==> src/rtl/gzrc_pkg.sv <==
// Shared types and constants for the gyro zero-rate calibration block.
// No dependencies.
package gzrc_pkg;

	localparam int SAMPLE_W = 16;

	// func field codes
	localparam logic FUNC_SAMPLE  = 1'b0;
	localparam logic FUNC_RESTART = 1'b1;

	// per-axis controls issued by the sequencer for one accepted transaction
	typedef struct packed {
		logic clear;   // restart: zero sum and limit
		logic accum;   // calibration sample: add to sum, track max
		logic latch;   // last calibration sample: load offset from new sum
	} axis_ctrl_t;

endpackage

==> src/rtl/gzrc_intf.sv <==
// Valid/ready channel interfaces for samples in and corrected rates out.
// Depends on gzrc_pkg.
interface gzrc_in_if import gzrc_pkg::*; ();
	logic                       valid;
	logic                       ready;
	logic                       func;
	logic signed [SAMPLE_W-1:0] x_sample;
	logic signed [SAMPLE_W-1:0] y_sample;
	logic signed [SAMPLE_W-1:0] z_sample;

	modport source (output valid, func, x_sample, y_sample, z_sample, input ready);
	modport sink   (input valid, func, x_sample, y_sample, z_sample, output ready);
endinterface

interface gzrc_out_if import gzrc_pkg::*; ();
	logic                       valid;
	logic                       ready;
	logic signed [SAMPLE_W-1:0] x_rate;
	logic signed [SAMPLE_W-1:0] y_rate;
	logic signed [SAMPLE_W-1:0] z_rate;

	modport source (output valid, x_rate, y_rate, z_rate, input ready);
	modport sink   (input valid, x_rate, y_rate, z_rate, output ready);
endinterface

==> src/rtl/gzrc_axis.sv <==
// One axis: calibration sum, running max, offset and dead-band correction.
// Depends on gzrc_pkg.
module gzrc_axis import gzrc_pkg::*; #(
	parameter int CAL_LOG2 = 7
) (
	input  logic                       clk,
	input  logic                       arst_n,
	input  axis_ctrl_t                 ctrl,
	input  logic signed [SAMPLE_W-1:0] sample,
	output logic signed [SAMPLE_W-1:0] rate
);

	localparam int SUM_W = SAMPLE_W + CAL_LOG2;
	localparam int LIM_W = SAMPLE_W - 1;

	logic signed [SUM_W-1:0]    sum_q;
	logic signed [SUM_W-1:0]    sum_nxt;
	logic        [LIM_W-1:0]    limit_q;
	logic signed [SAMPLE_W-1:0] offset_q;
	logic signed [SAMPLE_W:0]   diff;
	logic signed [SAMPLE_W-1:0] sat;
	logic        [SAMPLE_W:0]   mag;
	logic                       raise;

	assign sum_nxt = sum_q + SUM_W'(sample);
	assign raise   = sample > $signed({1'b0, limit_q});

	always_ff @(posedge clk or negedge arst_n) begin
		if (!arst_n) begin
			sum_q    <= '0;
			limit_q  <= '0;
			offset_q <= '0;
		end else if (ctrl.clear) begin
			sum_q   <= '0;
			limit_q <= '0;
		end else if (ctrl.accum) begin
			sum_q <= sum_nxt;
			if (raise)
				limit_q <= sample[LIM_W-1:0];
			// floor average of 16-bit samples always fits 16 bits
			if (ctrl.latch)
				offset_q <= sum_nxt[SUM_W-1:CAL_LOG2];
		end
	end

	assign diff = {sample[SAMPLE_W-1], sample} - {offset_q[SAMPLE_W-1], offset_q};

	always_comb begin
		if (diff[SAMPLE_W] != diff[SAMPLE_W-1])
			sat = diff[SAMPLE_W] ? {1'b1, {(SAMPLE_W-1){1'b0}}} : {1'b0, {(SAMPLE_W-1){1'b1}}};
		else
			sat = diff[SAMPLE_W-1:0];
		mag = sat[SAMPLE_W-1] ? -{1'b1, sat} : {1'b0, sat};
		// -32768 gives magnitude 32768, above any limit
		rate = (mag < {2'b00, limit_q}) ? '0 : sat;
	end

endmodule

==> src/rtl/gyro_zero_rate_calibrate_deadzone.sv <==
// Top level of the gyro zero-rate calibration and dead-band block.
// Depends on gzrc_pkg, gzrc_in_if, gzrc_out_if and gzrc_axis.
//
//   channel     dir   payload                          when
//   sample_in   in    func, x/y/z_sample (s16)         every sample or restart
//   rate_out    out   x/y/z_rate (s16)                 one per corrected sample
//
// One transaction per cycle while sample_in.ready is high: the axis sums,
// limits and the correction are one adder, one compare and one subtract per
// axis between port and output register; rate_out.valid is set the next cycle.
// Reset (arst_n low) clears sums, limits, offsets and count; the first
// 2^CAL_LOG2 samples then calibrate and produce no transaction, as do restarts.
// sample_in.ready drops only while a result sits unaccepted and rate_out.ready
// is low; the output register takes a new result as the old one leaves.
module gyro_zero_rate_calibrate_deadzone import gzrc_pkg::*; #(
	parameter int CAL_LOG2 = 7
) (
	input  logic clk,
	input  logic arst_n,
	gzrc_in_if.sink    sample_in,
	gzrc_out_if.source rate_out
);

	// calibration sample counter; wraps to zero on the last sample
	logic [CAL_LOG2-1:0] cal_count_q;
	logic                calibrated_q;

	logic       accept;
	logic       last_cal;
	logic       emit;
	axis_ctrl_t ctrl;

	logic signed [SAMPLE_W-1:0] x_corr, y_corr, z_corr;

	// output register
	logic                       out_valid_q;
	logic signed [SAMPLE_W-1:0] x_rate_q, y_rate_q, z_rate_q;

	assign sample_in.ready = !out_valid_q || rate_out.ready;
	assign accept          = sample_in.valid && sample_in.ready;
	assign last_cal        = cal_count_q == {CAL_LOG2{1'b1}};

	always_comb begin
		ctrl  = '0;
		emit  = 1'b0;
		if (accept) begin
			if (sample_in.func == FUNC_RESTART) begin
				ctrl.clear = 1'b1;
			end else if (!calibrated_q) begin
				ctrl.accum = 1'b1;
				ctrl.latch = last_cal;
			end else begin
				emit = 1'b1;
			end
		end
	end

	always_ff @(posedge clk or negedge arst_n) begin
		if (!arst_n) begin
			cal_count_q  <= '0;
			calibrated_q <= 1'b0;
		end else if (ctrl.clear) begin
			cal_count_q  <= '0;
			calibrated_q <= 1'b0;
		end else if (ctrl.accum) begin
			cal_count_q <= cal_count_q + 1'b1;
			if (last_cal)
				calibrated_q <= 1'b1;
		end
	end

	gzrc_axis #(.CAL_LOG2(CAL_LOG2)) u_axis_x (
		.clk    (clk),
		.arst_n (arst_n),
		.ctrl   (ctrl),
		.sample (sample_in.x_sample),
		.rate   (x_corr)
	);

	gzrc_axis #(.CAL_LOG2(CAL_LOG2)) u_axis_y (
		.clk    (clk),
		.arst_n (arst_n),
		.ctrl   (ctrl),
		.sample (sample_in.y_sample),
		.rate   (y_corr)
	);

	gzrc_axis #(.CAL_LOG2(CAL_LOG2)) u_axis_z (
		.clk    (clk),
		.arst_n (arst_n),
		.ctrl   (ctrl),
		.sample (sample_in.z_sample),
		.rate   (z_corr)
	);

	always_ff @(posedge clk or negedge arst_n) begin
		if (!arst_n) begin
			out_valid_q <= 1'b0;
		end else if (emit) begin
			out_valid_q <= 1'b1;
		end else if (rate_out.ready) begin
			out_valid_q <= 1'b0;
		end
	end

	always_ff @(posedge clk) begin
		if (emit) begin
			x_rate_q <= x_corr;
			y_rate_q <= y_corr;
			z_rate_q <= z_corr;
		end
	end

	assign rate_out.valid  = out_valid_q;
	assign rate_out.x_rate = x_rate_q;
	assign rate_out.y_rate = y_rate_q;
	assign rate_out.z_rate = z_rate_q;

endmodule
==> src/flat_wrapper.sv <==
// flat-port wrapper written by rule: the top's interface ports become plain ports
module gyro_zero_rate_calibrate_deadzone_flat import gzrc_pkg::*;
#(
	parameter int CAL_LOG2 = 7
)
  (clk, arst_n, sample_in_valid, sample_in_func, sample_in_x_sample, sample_in_y_sample, sample_in_z_sample, sample_in_ready, rate_out_valid, rate_out_x_rate, rate_out_y_rate, rate_out_z_rate, rate_out_ready);
  gzrc_in_if sample_in_i ();
  gzrc_out_if rate_out_i ();
  input  logic clk;
  input  logic arst_n;
  input wire logic [$bits(sample_in_i.valid)-1:0] sample_in_valid;
  input wire logic [$bits(sample_in_i.func)-1:0] sample_in_func;
  input wire logic [$bits(sample_in_i.x_sample)-1:0] sample_in_x_sample;
  input wire logic [$bits(sample_in_i.y_sample)-1:0] sample_in_y_sample;
  input wire logic [$bits(sample_in_i.z_sample)-1:0] sample_in_z_sample;
  output wire logic [$bits(sample_in_i.ready)-1:0] sample_in_ready;
  output wire logic [$bits(rate_out_i.valid)-1:0] rate_out_valid;
  output wire logic [$bits(rate_out_i.x_rate)-1:0] rate_out_x_rate;
  output wire logic [$bits(rate_out_i.y_rate)-1:0] rate_out_y_rate;
  output wire logic [$bits(rate_out_i.z_rate)-1:0] rate_out_z_rate;
  input wire logic [$bits(rate_out_i.ready)-1:0] rate_out_ready;
  assign sample_in_i.valid = sample_in_valid;
  assign sample_in_i.func = sample_in_func;
  assign sample_in_i.x_sample = sample_in_x_sample;
  assign sample_in_i.y_sample = sample_in_y_sample;
  assign sample_in_i.z_sample = sample_in_z_sample;
  assign sample_in_ready = sample_in_i.ready;
  assign rate_out_valid = rate_out_i.valid;
  assign rate_out_x_rate = rate_out_i.x_rate;
  assign rate_out_y_rate = rate_out_i.y_rate;
  assign rate_out_z_rate = rate_out_i.z_rate;
  assign rate_out_i.ready = rate_out_ready;
  gyro_zero_rate_calibrate_deadzone #(.CAL_LOG2(CAL_LOG2)) u_core (.clk(clk), .arst_n(arst_n), .sample_in(sample_in_i), .rate_out(rate_out_i));
endmodule
==> config.mk <==
export PLATFORM = sky130hd
export DESIGN_NAME = gyro_zero_rate_calibrate_deadzone_flat
export DESIGN_NICKNAME = d
export VERILOG_FILES = /design/src/rtl/gzrc_pkg.sv /design/src/rtl/gzrc_intf.sv /design/src/rtl/gzrc_axis.sv /design/src/rtl/gyro_zero_rate_calibrate_deadzone.sv /design/src/flat_wrapper.sv
export SDC_FILE = /design/constraint.sdc
export NUM_CORES = 1
export LEC_CHECK = 0
export BUFFER_PORTS_ARGS = -buffer_cell sky130_fd_sc_hd__buf_2
export CAP_MARGIN = 25
export CORE_ASPECT_RATIO = 1.1
export CORE_MARGIN = 2
export CORE_UTILIZATION = 51
export DETAILED_ROUTE_END_ITERATION = 10
export GPL_ROUTABILITY_DRIVEN = 0
export GPL_TIMING_DRIVEN = 0
export PLACE_DENSITY = 0.77
export SYNTH_ARGS = -nofsm -noshare
export SYNTH_HDL_FRONTEND = slang
export SYNTH_HIERARCHICAL = 1
export SYNTH_SLANG_ARGS = --single-unit
==> constraint.sdc <==
create_clock -name clk -period 5.83 [get_ports clk]
set_input_delay 1.166 -clock clk [delete_from_list [all_inputs] [get_ports clk]]
set_output_delay 1.166 -clock clk [all_outputs]
set_load 0.05 [all_outputs]
==> flow_summary.json, run 1 <==
{
  "rr_worst_depth": 26,
  "yosysTopAreaCell": "dfrtp_1",
  "worst-r2r-setup-slack_ns": -0.54,
  "drt-initial-drc-count": 1365,
  "rows": 73,
  "slew_headroom": 0.358,
  "synth_common_cells": "245 x nor2_1, 205 x ha_1, 177 x nand2_1, 171 x dfrtp_1, 169 x a21oi_1",
  "worst_clock_skew_ns": 0.0352,
  "design.die.area_sq_um": 38600,
  "leakagePower_nw": 9.77,
  "tns_ns": -9.99,
  "critPathKind": "input port to flip-flop",
  "cts_hold_buf": 0,
  "area_growth_pct": 18.7,
  "ys_async_sr_fraction": 0.781,
  "hp-class": "flip-flop to flip-flop",
  "crit_arrival_ns": 6.79,
  "cts_max_level": 1,
  "fp.dieH_um": 206,
  "clk_latency_ns": 0.57,
  "dp.cells": 2773,
  "path_clk_slew_ns": 0.06,
  "finalCritPeriodShare": 1.11,
  "wl_mm": 53.0,
  "crit_required_ns": 6.12,
  "tightest_slew_ns": 0.958,
  "syn_area_per_cell_sq_um": 8.65,
  "grt_pass1_wl_mm": 84.1,
  "grtUsageTotal": 0.265,
  "cts_buffer_depth": 3,
  "max-vdd-ir-drop_v": 0.000263,
  "ios": 103,
  "antennaDiodeCount": 0,
  "dr_total_vias": 17628,
  "grt_overflow": 0,
  "maxCapViolCount": 0,
  "hp-start": "u_core/u_axis_y/offset_q[14]",
  "drtAntennaViolNets": 0,
  "die_w_um": 187,
  "critPathTopFamily": "compound AO/OA/AOI/OAI gates",
  "worstSetupEndpointType": "flip-flop",
  "antenna_found_initial": 0,
  "setup-violations-final": 16,
  "synthCells": 2183,
  "setup_ws_ns": -0.668,
  "fmax_ghz": 0.154,
  "drc": 0,
  "synthFlopType": "dfrtp_1",
  "cts_made_buffers": 26,
  "final_hold_viol_count": 0,
  "cts_root_buffer": "clkbuf_16",
  "critPathLaunchType": "input port",
  "r2r-start": "u_core/u_axis_z/offset_q[1]",
  "p_per_area_nw_per_um2": 282,
  "synth-edff-count": 48,
  "synth.most_common_cell": "nor2_1",
  "synth_top_cell_area_share": 0.227,
  "cts_sinks": 219,
  "initial_core_util": 0.519,
  "place_hpwl_mm": 38.9,
  "grt_max_degree": 88,
  "ys_types": 113,
  "drv_slew": 0,
  "ys_seq_elements": 219,
  "whs_ns": 0.478,
  "firstDrtPassIters": 7,
  "rr_endpoint": "u_core/rate_out.z_rate[15]",
  "nNetsFinal": 2641,
  "core-area_sq_um": 36400,
  "slowest_stage": "or4_4",
  "yosysWarningCount": 6,
  "cts_tree": "done",
  "holdPathStages": 2,
  "drive_above_1_share": 0.171,
  "viasPerCell": 6.11,
  "slowest_delay_ns": 0.57,
  "wl_per_cell_um": 18.4,
  "num-fill-cells": 3030,
  "synth_seq_area_share": 0.303,
  "synth_fp_nets": 2447,
  "cp_max_fo": 5,
  "min_to": "u_core/u_axis_y/offset_q[14]",
  "grt_pass1_vias": 17197,
  "violations": "setup timing",
  "post-route-min-period_ns": 6.50,
  "instances_no_fill": 2883,
  "cp_num_buf_inv": 3,
  "synthTopCellsByArea": "dfrtp_1 23%, ha_1 14%, edfxtp_1 7.6%",
  "status": "finished with violations",
  "io_buffers": 100,
  "synth_area_sq_um": 18900,
  "grt_setup_unrepaired": "yes"
}
==> layout make-up <==
cell class / instances / area (sq um) / share of cell area
sequential: 219 / 5720 / 0.255
timing repair buffer: 173 / 1200 / 0.0537
inverter: 128 / 498 / 0.0222
buffer: 68 / 365 / 0.0163
clock buffer: 40 / 785 / 0.0350
tap: 487 / 609 / 0.0272
clock inverter: 7 / 101 / 0.00452
multi-input combinational: 1761 / 13100 / 0.586
==> cell families (layout without fill, tap and decap cells) <==
logic type / count (synthesis) / after routing / synth area share
muxes: 81 / 81 / 0.0434
xor gates and xnor gates: 120 / 120 / 0.0561
AOI/OAI and AO/OA: 679 / 679 / 0.240
DFF: 219 / 219 / 0.303
adders and majority gates: 214 / 214 / 0.144
and+or+nand+nor: 667 / 667 / 0.170
buffers and inverters: 203 / 416 / 0.0436
==> worst max path at each step <==
stage	from	cells past startpoint	end	slack, ns
global route	sample_in_z_sample[0]	29	u_core/rate_out.z_rate[15]	-0.92
global placement	sample_in_z_sample[1]	26	u_core/rate_out.z_rate[15]	-1.62
finish	sample_in_z_sample[2]	26	u_core/rate_out.z_rate[15]	-0.67
floorplan	sample_in_z_sample[5]	25	u_core/rate_out.z_rate[15]	-0.64
CTS	sample_in_z_sample[1]	25	u_core/rate_out.z_rate[6]	-0.53
detailed placement	sample_in_z_sample[1]	26	u_core/rate_out.z_rate[15]	-1.72
==> cells in the final DEF (no fill, tap or decap), drive strengths merged, types with 13 or more instances in the layout <==
cell type  synthesis  routed
a31oi             19      19
o21a              51      51
a21oi            170     170
nor2b             36      36
a31o              14      14
xnor2             73      73
buf               19     193
clkbuf            56      88
o21bai            14      14
and2              16      16
nand2            178     178
nand4             25      25
mux2i             74      74
a21o              63      63
nor3              37      37
nand3             29      29
ha               205     205
nor4              13      13
edfxtp            48      48
xor2              47      47
dfrtp            171     171
o31ai             14      14
o211ai            15      15
nor2             246     246
o21ai            174     174
a211oi            31      31
inv              126     126
==> metal layers <==
layer / GRT usage / share of wire
met1: 0.312 / 0.41
met5: 0 / 0
met3: 0.0302 / 0.053
met4: 0.136 / 0.049
met2: 0.479 / 0.49
==> registers in the layout, summed over array words and instances, names as in the netlist, 16 cells and up <==
name and count:
u_core/rate_out.z_rate 16, u_core/u_axis_x/offset_q 16, u_core/u_axis_z/sum_q 23, u_core/rate_out.x_rate 16, u_core/rate_out.y_rate 16, u_core/u_axis_y/offset_q 16
u_core/u_axis_x/sum_q 23, u_core/u_axis_z/offset_q 16, u_core/u_axis_y/sum_q 23
==> through the flow <==
step / area, sq um / total power [mW] / utilization / worst slack (ns)
after floorplan: 19200 / 3.78 / - / -0.638
after global placement: 20300 / 4.28 / 0.559 / -1.62
after detailed placement: 20400 / 4.39 / 0.561 / -1.72
after CTS: 21800 / 6.19 / 0.600 / -0.533
after global routing: 22400 / 6.72 / 0.616 / -0.916
final: 22400 / 6.33 / 0.616 / -0.668
==> what timing repair did <==
action / in CTS / in global routing
resized for setup: 58 / 73
pin swaps: 34 / 49
endpoints found under the hold margin: 0 / 0
buffers inserted: 34 / 34
gates cloned: 1 / 1
endpoints found under the setup margin: 47 / 47
==> tightest hold or removal path, stage by stage, from the launching register on <==
cell     delay, ns
dfrtp_1       0.34
nand2_1       0.04
o21ai_0       0.06
==> power breakdown <==
group	switching, mW	total [mW]	internal, mW	leakage [nW]
logic	1.60	2.77	1.17	6.60
registers	0.112	1.88	1.76	2.75
clock network	0.665	1.68	1.01	0.427
Power figures use the tool's default switching activity.
==> run 2, diff against run 1 <==
CORE_UTILIZATION = 54   (was 51)
PLACE_DENSITY = 0.81   (was 0.77)
==> run 2 against run 1 <==
Net effect:
- worst setup slack better by 0.010 ns
- via count increased by 1.9%
- the flow still finishes with violations (setup timing)
- non-clock buffer count is 5 lower
- count of clock-buffer cells in the layout decreased by 2
- critical path type unchanged
- critical path depth unchanged
- die area shrank 5.4%
- flip-flop and latch count unchanged
==> flow_summary.json, run 2 (synthesis results as in run 1) <==
{
  "worstSetupEndpointType": "flip-flop",
  "violations": "setup timing",
  "p_per_area_nw_per_um2": 281,
  "drv_slew": 0,
  "wl_per_cell_um": 19.2,
  "drive_above_1_share": 0.171,
  "cts_made_buffers": 25,
  "post-route-min-period_ns": 6.49,
  "cp_max_fo": 5,
  "critPathKind": "input port to flip-flop",
  "cts_root_buffer": "clkbuf_16",
  "fmax_ghz": 0.154,
  "drtAntennaViolNets": 0,
  "worst_clock_skew_ns": 0.00835,
  "tns_ns": -9.98,
  "layout_commonest_cell": "nor2_1",
  "viasPerCell": 6.35,
  "cts_hold_buf": 0,
  "setup-violations-final": 16,
  "place_area_sq_um": 20300,
  "cts_max_level": 1,
  "clk_latency_ns": 0.54,
  "grtUsageTotal": 0.285,
  "top_regs": "u_core/u_axis_x/sum_q x23, u_core/u_axis_y/sum_q x23, u_core/u_axis_z/sum_q x23",
  "crit_required_ns": 6.10,
  "drt-initial-drc-count": 1389,
  "path_clk_slew_ns": 0.06,
  "initial_core_util": 0.550,
  "max-vdd-ir-drop_v": 0.000281,
  "final_hold_viol_count": 0,
  "area_growth_pct": 18.0,
  "final_cell_mix": "233 x nor2_1, 179 x ha_1, 174 x nand2_1, 171 x dfrtp_1, 158 x a21oi_1",
  "die_w_um": 182,
  "core-area_sq_um": 34300,
  "hp-class": "flip-flop to flip-flop",
  "grt_setup_unrepaired": "yes",
  "leakagePower_nw": 9.72,
  "place_hpwl_mm": 39.4,
  "rows": 71,
  "antenna_found_initial": 1,
  "cts_sinks": 219,
  "firstDrtPassIters": 6,
  "grt_pass1_wl_mm": 84.8,
  "setup_ws_ns": -0.658,
  "ios": 103,
  "crit_arrival_ns": 6.76,
  "holdPathStages": 2,
  "finalCritPeriodShare": 1.11,
  "dr_total_vias": 17955,
  "nNetsFinal": 2635,
  "cts_buffer_depth": 3,
  "wl_mm": 54.2,
  "status": "finished with violations",
  "critPathLaunchType": "input port",
  "final_area_sq_um": 22300,
  "slew_headroom": 0.287,
  "maxCapViolCount": 0,
  "grt_pass1_vias": 17412,
  "tightest_slew_ns": 1.04,
  "grt_max_degree": 101,
  "design.die.area_sq_um": 36500,
  "fp.dieH_um": 200,
  "cts_tree": "done",
  "num-fill-cells": 2663,
  "io_buffers": 100,
  "grt_overflow": 0,
  "rr_worst_depth": 26,
  "drc": 0
}
[run 2: cell count changes in the layout (fill, tap and decap cells not counted), moves of 3 or more]
cell and delta:
a21oi_1 +5, a21oi_2 -7, buf_12 -3, clkbuf_1 -3, ha_1 -5, ha_2 +6
[run 2: what timing repair did]
| item | CTS | global route |
|---|---|---|
| buffers inserted | 25 | 36 |
| pin swaps | 22 | 44 |
| setup endpoints to repair | 48 | 48 |
| gates cloned | 1 | 2 |
| resized for setup | 52 | 87 |
[run 2: metrics by stage]
step	utilization	worst slack (ns)	total power, mW	hold WS, ns	std cells
floorplan	-	-0.638	3.78	0.449	2183
global placement	0.590	-1.58	4.27	0.464	2721
detailed placement	0.592	-1.65	4.39	0.470	2724
CTS	0.630	-0.472	6.09	0.483	2792
global route	0.649	-0.762	6.63	0.507	2828
finish	0.649	-0.658	6.26	0.484	2828
[run 2: worst paths after layout]
path / start / slack (ns) / endpoint
max: sample_in_z_sample[1] / -0.66 / u_core/rate_out.z_rate[15]
min: u_core/u_axis_x/offset_q[11] / 0.48 / u_core/u_axis_x/offset_q[11]
max reg2reg: u_core/u_axis_z/offset_q[1] / -0.48 / u_core/rate_out.z_rate[15]
min reg2reg: u_core/u_axis_x/offset_q[11] / 0.48 / u_core/u_axis_x/offset_q[11]
max in group asynchronous: arst_n / 4.36 / u_core/u_axis_z/offset_q[4]
min in group asynchronous: arst_n / 0.60 / u_core/u_axis_x/sum_q[5]
[run 2: layout make-up]
| cell class | count | area [sq um] | share of cell area |
|---|---|---|---|
| multi-input combinational | 1761 | 13200 | 0.591 |
| inverter | 128 | 500 | 0.0225 |
| tap | 438 | 548 | 0.0246 |
| clock buffer | 38 | 769 | 0.0346 |
| timing repair buffer | 168 | 1130 | 0.0508 |
| clock inverter | 7 | 71.3 | 0.00320 |
| sequential | 219 | 5720 | 0.257 |
| antenna | 1 | 2.50 | 0.000112 |
| buffer | 68 | 362 | 0.0162 |
[run 2: report_power, final]
| group | switching, mW | internal (mW) |
|---|---|---|
| clock | 0.647 | 0.954 |
| sequential | 0.113 | 1.76 |
| combinational | 1.61 | 1.17 |
| total | 2.37 | 3.89 |
[run 2: worst max-delay path: stages]
cell and delay (ns):
buf_12 0.10, ha_4 0.22, nor2b_4 0.12, o31a_1 0.33, o31a_1 0.30, a211o_1 0.35
mux2i_2 0.27, nor2_2 0.09, clkbuf_8 0.16, o21ai_4 0.14, ha_4 0.15, nand4_1 0.18
buf_4 0.24, nor2_1 0.16, nor4b_1 0.40, mux2i_1 0.25, a21oi_1 0.11, ha_1 0.32
o21ai_1 0.09, nand2b_1 0.09, or4bb_4 0.56, a2111oi_4 0.23, o21ai_2 0.15, a32oi_4 0.36
buf_6 0.18, nor2_2 0.03
[run 2: layer usage]
metal | part of all wire | track usage
met1 | 0.39 | 0.325
met5 | 0 | 0
met2 | 0.50 | 0.519
met4 | 0.056 | 0.159
met3 | 0.059 | 0.0374
==> run 3, diff against run 2 <==
SYNTH_HIERARCHICAL = not set   (was 1)
==> run 3 against run 2 <==
Net effect:
- the run still ends with setup timing left
- final cell count shrank 5.6%
- via count shrank 4.7%
- critical path depth grew 6
- register-to-register slack lost 0.26 ns
- first-iteration DRC count grew 28%
- sequential share of layout area grew 0.66 points
- largest cell class unchanged
==> flow_summary.json, run 3 <==
{
  "status": "finished with violations",
  "violations": "setup timing",
  "place_ws_ns": -1.87,
  "tns_ns": -24.27,
  "cts_buffer_depth": 3,
  "slew_headroom": 0.349,
  "cts_hold_buf": 0,
  "drc": 0,
  "cts_root_buffer": "clkbuf_16",
  "synthAdderAreaFrac": 0.159,
  "initial_core_util": 0.551,
  "cts_max_level": 1,
  "design.die.area_sq_um": 33600,
  "synth-simple-area-share": 0.155,
  "slowest_stage": "or3_4",
  "die_w_um": 175,
  "drive_above_1_share": 0.216,
  "wl_mm": 55.3,
  "worst-r2r-setup-slack_ns": -0.74,
  "synth_common_cells": "211 x ha_1, 175 x nor2_1, 171 x dfrtp_1, 168 x o21ai_0, 156 x a21oi_1",
  "antenna_found_initial": 0,
  "synth_compound_area_frac": 0.221,
  "hp-class": "flip-flop to flip-flop",
  "core-area_sq_um": 31600,
  "layout_commonest_cell": "ha_1",
  "grt_overflow": 0,
  "synth_seq_area_share": 0.329,
  "tightest_slew_ns": 0.970,
  "grt_pass1_vias": 16350,
  "dr_total_vias": 17106,
  "crit_arrival_ns": 7.06,
  "leakagePower_nw": 9.84,
  "p_per_area_nw_per_um2": 348,
  "crit_required_ns": 6.13,
  "setup-violations-final": 41,
  "grt_max_degree": 103,
  "synth_top_cell_area_share": 0.246,
  "grtUsageTotal": 0.307,
  "ys_seq_elements": 219,
  "finalCritPeriodShare": 1.16,
  "final_cell_mix": "179 x ha_1, 171 x dfrtp_1, 154 x nor2_1, 152 x o21ai_0, 142 x inv_1",
  "cts_tree": "done",
  "setup_ws_ns": -0.926,
  "yosysTopAreaCell": "dfrtp_1",
  "yosysWarningCount": 0,
  "ys_types": 81,
  "synth_fp_nets": 2234,
  "synth.most_common_cell": "ha_1",
  "synthTopCellsByArea": "dfrtp_1 25%, ha_1 15%, edfxtp_1 8.3%",
  "post-route-min-period_ns": 6.76,
  "nNetsFinal": 2500,
  "cts_made_buffers": 25,
  "worst_clock_skew_ns": 0.0131,
  "critPathKind": "input port to flip-flop",
  "antennaDiodeCount": 0,
  "drt-initial-drc-count": 1778,
  "viasPerCell": 6.41,
  "place_area_sq_um": 18900,
  "yosys.area_share.xor_xnor": 0.0558,
  "maxCapViolCount": 0,
  "grt_setup_unrepaired": "yes",
  "area_growth_pct": 24.9,
  "max-vdd-ir-drop_v": 0.000343,
  "cts_sinks": 219,
  "synthFlopType": "dfrtp_1",
  "worstSetupEndpointType": "flip-flop",
  "fmax_ghz": 0.148,
  "slowest_delay_ns": 0.36,
  "total_power_mw": 7.57,
  "synth_top_family_by_area": "compound AO/OA/AOI/OAI gates",
  "final_area_sq_um": 21700,
  "firstDrtPassIters": 6,
  "synth_area_sq_um": 17400,
  "ys_async_sr_fraction": 0.781,
  "rows": 68,
  "path_common_cell": "a21o_1",
  "critPathLaunchType": "input port",
  "drv_slew": 0,
  "io_buffers": 102,
  "cp_max_fo": 5,
  "synthCells": 1964,
  "synthMuxAreaShare": 0.0351,
  "ios": 103,
  "final_hold_viol_count": 0,
  "drtAntennaViolNets": 0,
  "final_core_util": 0.688,
  "clk_latency_ns": 0.55,
  "grt_pass1_wl_mm": 83.4,
  "fp.dieH_um": 192,
  "synth-edff-count": 48,
  "top_regs": "u_core.u_axis_x.sum_q x23, u_core.u_axis_y.sum_q x23, u_core.u_axis_z.sum_q x23",
  "wl_per_cell_um": 20.7,
  "syn_area_per_cell_sq_um": 8.85,
  "place_hpwl_mm": 35.5,
  "path_clk_slew_ns": 0.06
}
run 3: cell count changes after synthesis, sizes merged, moves of 13 or more:
cell,change
a21oi,-14
nand2b,+17
a211oi,-22
nor2,-62
a22o,+43
nor3,-19
inv,+24
a31o,-13
mux2i,-31
nand2,-50
o21a,-23
run 3: path summary, 6_finish.rpt:
check / start / end / depth (start not counted)
max: sample_in_z_sample[7] / u_core.rate_out.z_rate[9] / 32
min: u_core.u_axis_y.sum_q[3] / u_core.u_axis_y.sum_q[3] / 2
max reg2reg: u_core.u_axis_z.offset_q[1] / u_core.rate_out.z_rate[9] / 33
min reg2reg: u_core.u_axis_y.sum_q[3] / u_core.u_axis_y.sum_q[3] / 2
max in group asynchronous: arst_n / u_core.u_axis_y.offset_q[7] / 2
min in group asynchronous: arst_n / u_core.u_axis_x.offset_q[10] / 1
run 3: area by class of cell:
type,instances,area [sq um]
Sequential cell,219,5720
Clock inverter,16,158
Fill cell,2198,9860
Buffer,54,322
Timing Repair Buffer,241,1770
Inverter,150,573
Clock buffer,30,687
Tap cell,420,526
Multi-Input combinational cell,1539,11900
run 3: worst max-delay path: cells and delay by family:
| family | cells | cell delay [ns] |
|---|---|---|
| XOR/XNOR | 2 | 0.40 |
| AND/OR/NAND/NOR | 7 | 1.18 |
| AO/OA/AOI/OAI | 16 | 2.92 |
| buffers and inverters | 3 | 0.35 |
| adder cells (fa/ha/maj) | 4 | 1.00 |
run 3: cell families (layout without fill, tap and decap cells):
logic type                 Yosys count  in the layout
xor gates and xnor gates           109            109
adders and majority gates          217            217
muxes                               59             59
and+or+nand+nor                    553            553
AOI/OAI and AO/OA                  601            601
DFF                                219            219
buffers and inverters              206            491
run 3: what timing repair did:
item                       in CTS  in global routing
buffers inserted               96                 40
setup endpoints to repair      47                 48
pin swaps                      55                 70
resized for setup              89                126
hold endpoints to repair        0                  0
cloned                          3                  0
run 3: routing by layer:
layer | part of all wire | wire length, um | up-vias | global-route usage
met2 | 0.47 | 26200 | 987 | 0.532
met3 | 0.082 | 4550 | 324 | 0.0471
met1 | 0.38 | 20900 | 8129 | 0.372
met5 | 0 | 0 | - | 0
met4 | 0.066 | 3670 | 0 | 0.154
li1 | - | - | 7666 | -
run 3: power breakdown:
group	switching, mW	internal [mW]	leakage, nW
Sequential	0.167	1.87	2.57
Clock	0.660	0.971	0.419
Combinational	2.18	1.72	6.85
Total	3.00	4.56	9.84
run 3: through the flow:
| step | hold slack [ns] | instances |
|---|---|---|
| 3_5_place_dp | 0.474 | 2488 |
| 5_1_grt | 0.523 | 2669 |
| 4_1_cts | 0.491 | 2632 |
| 2_1_floorplan | 0.450 | 1964 |
| 6_report | 0.486 | 2669 |
| 3_3_place_gp | 0.470 | 2486 |
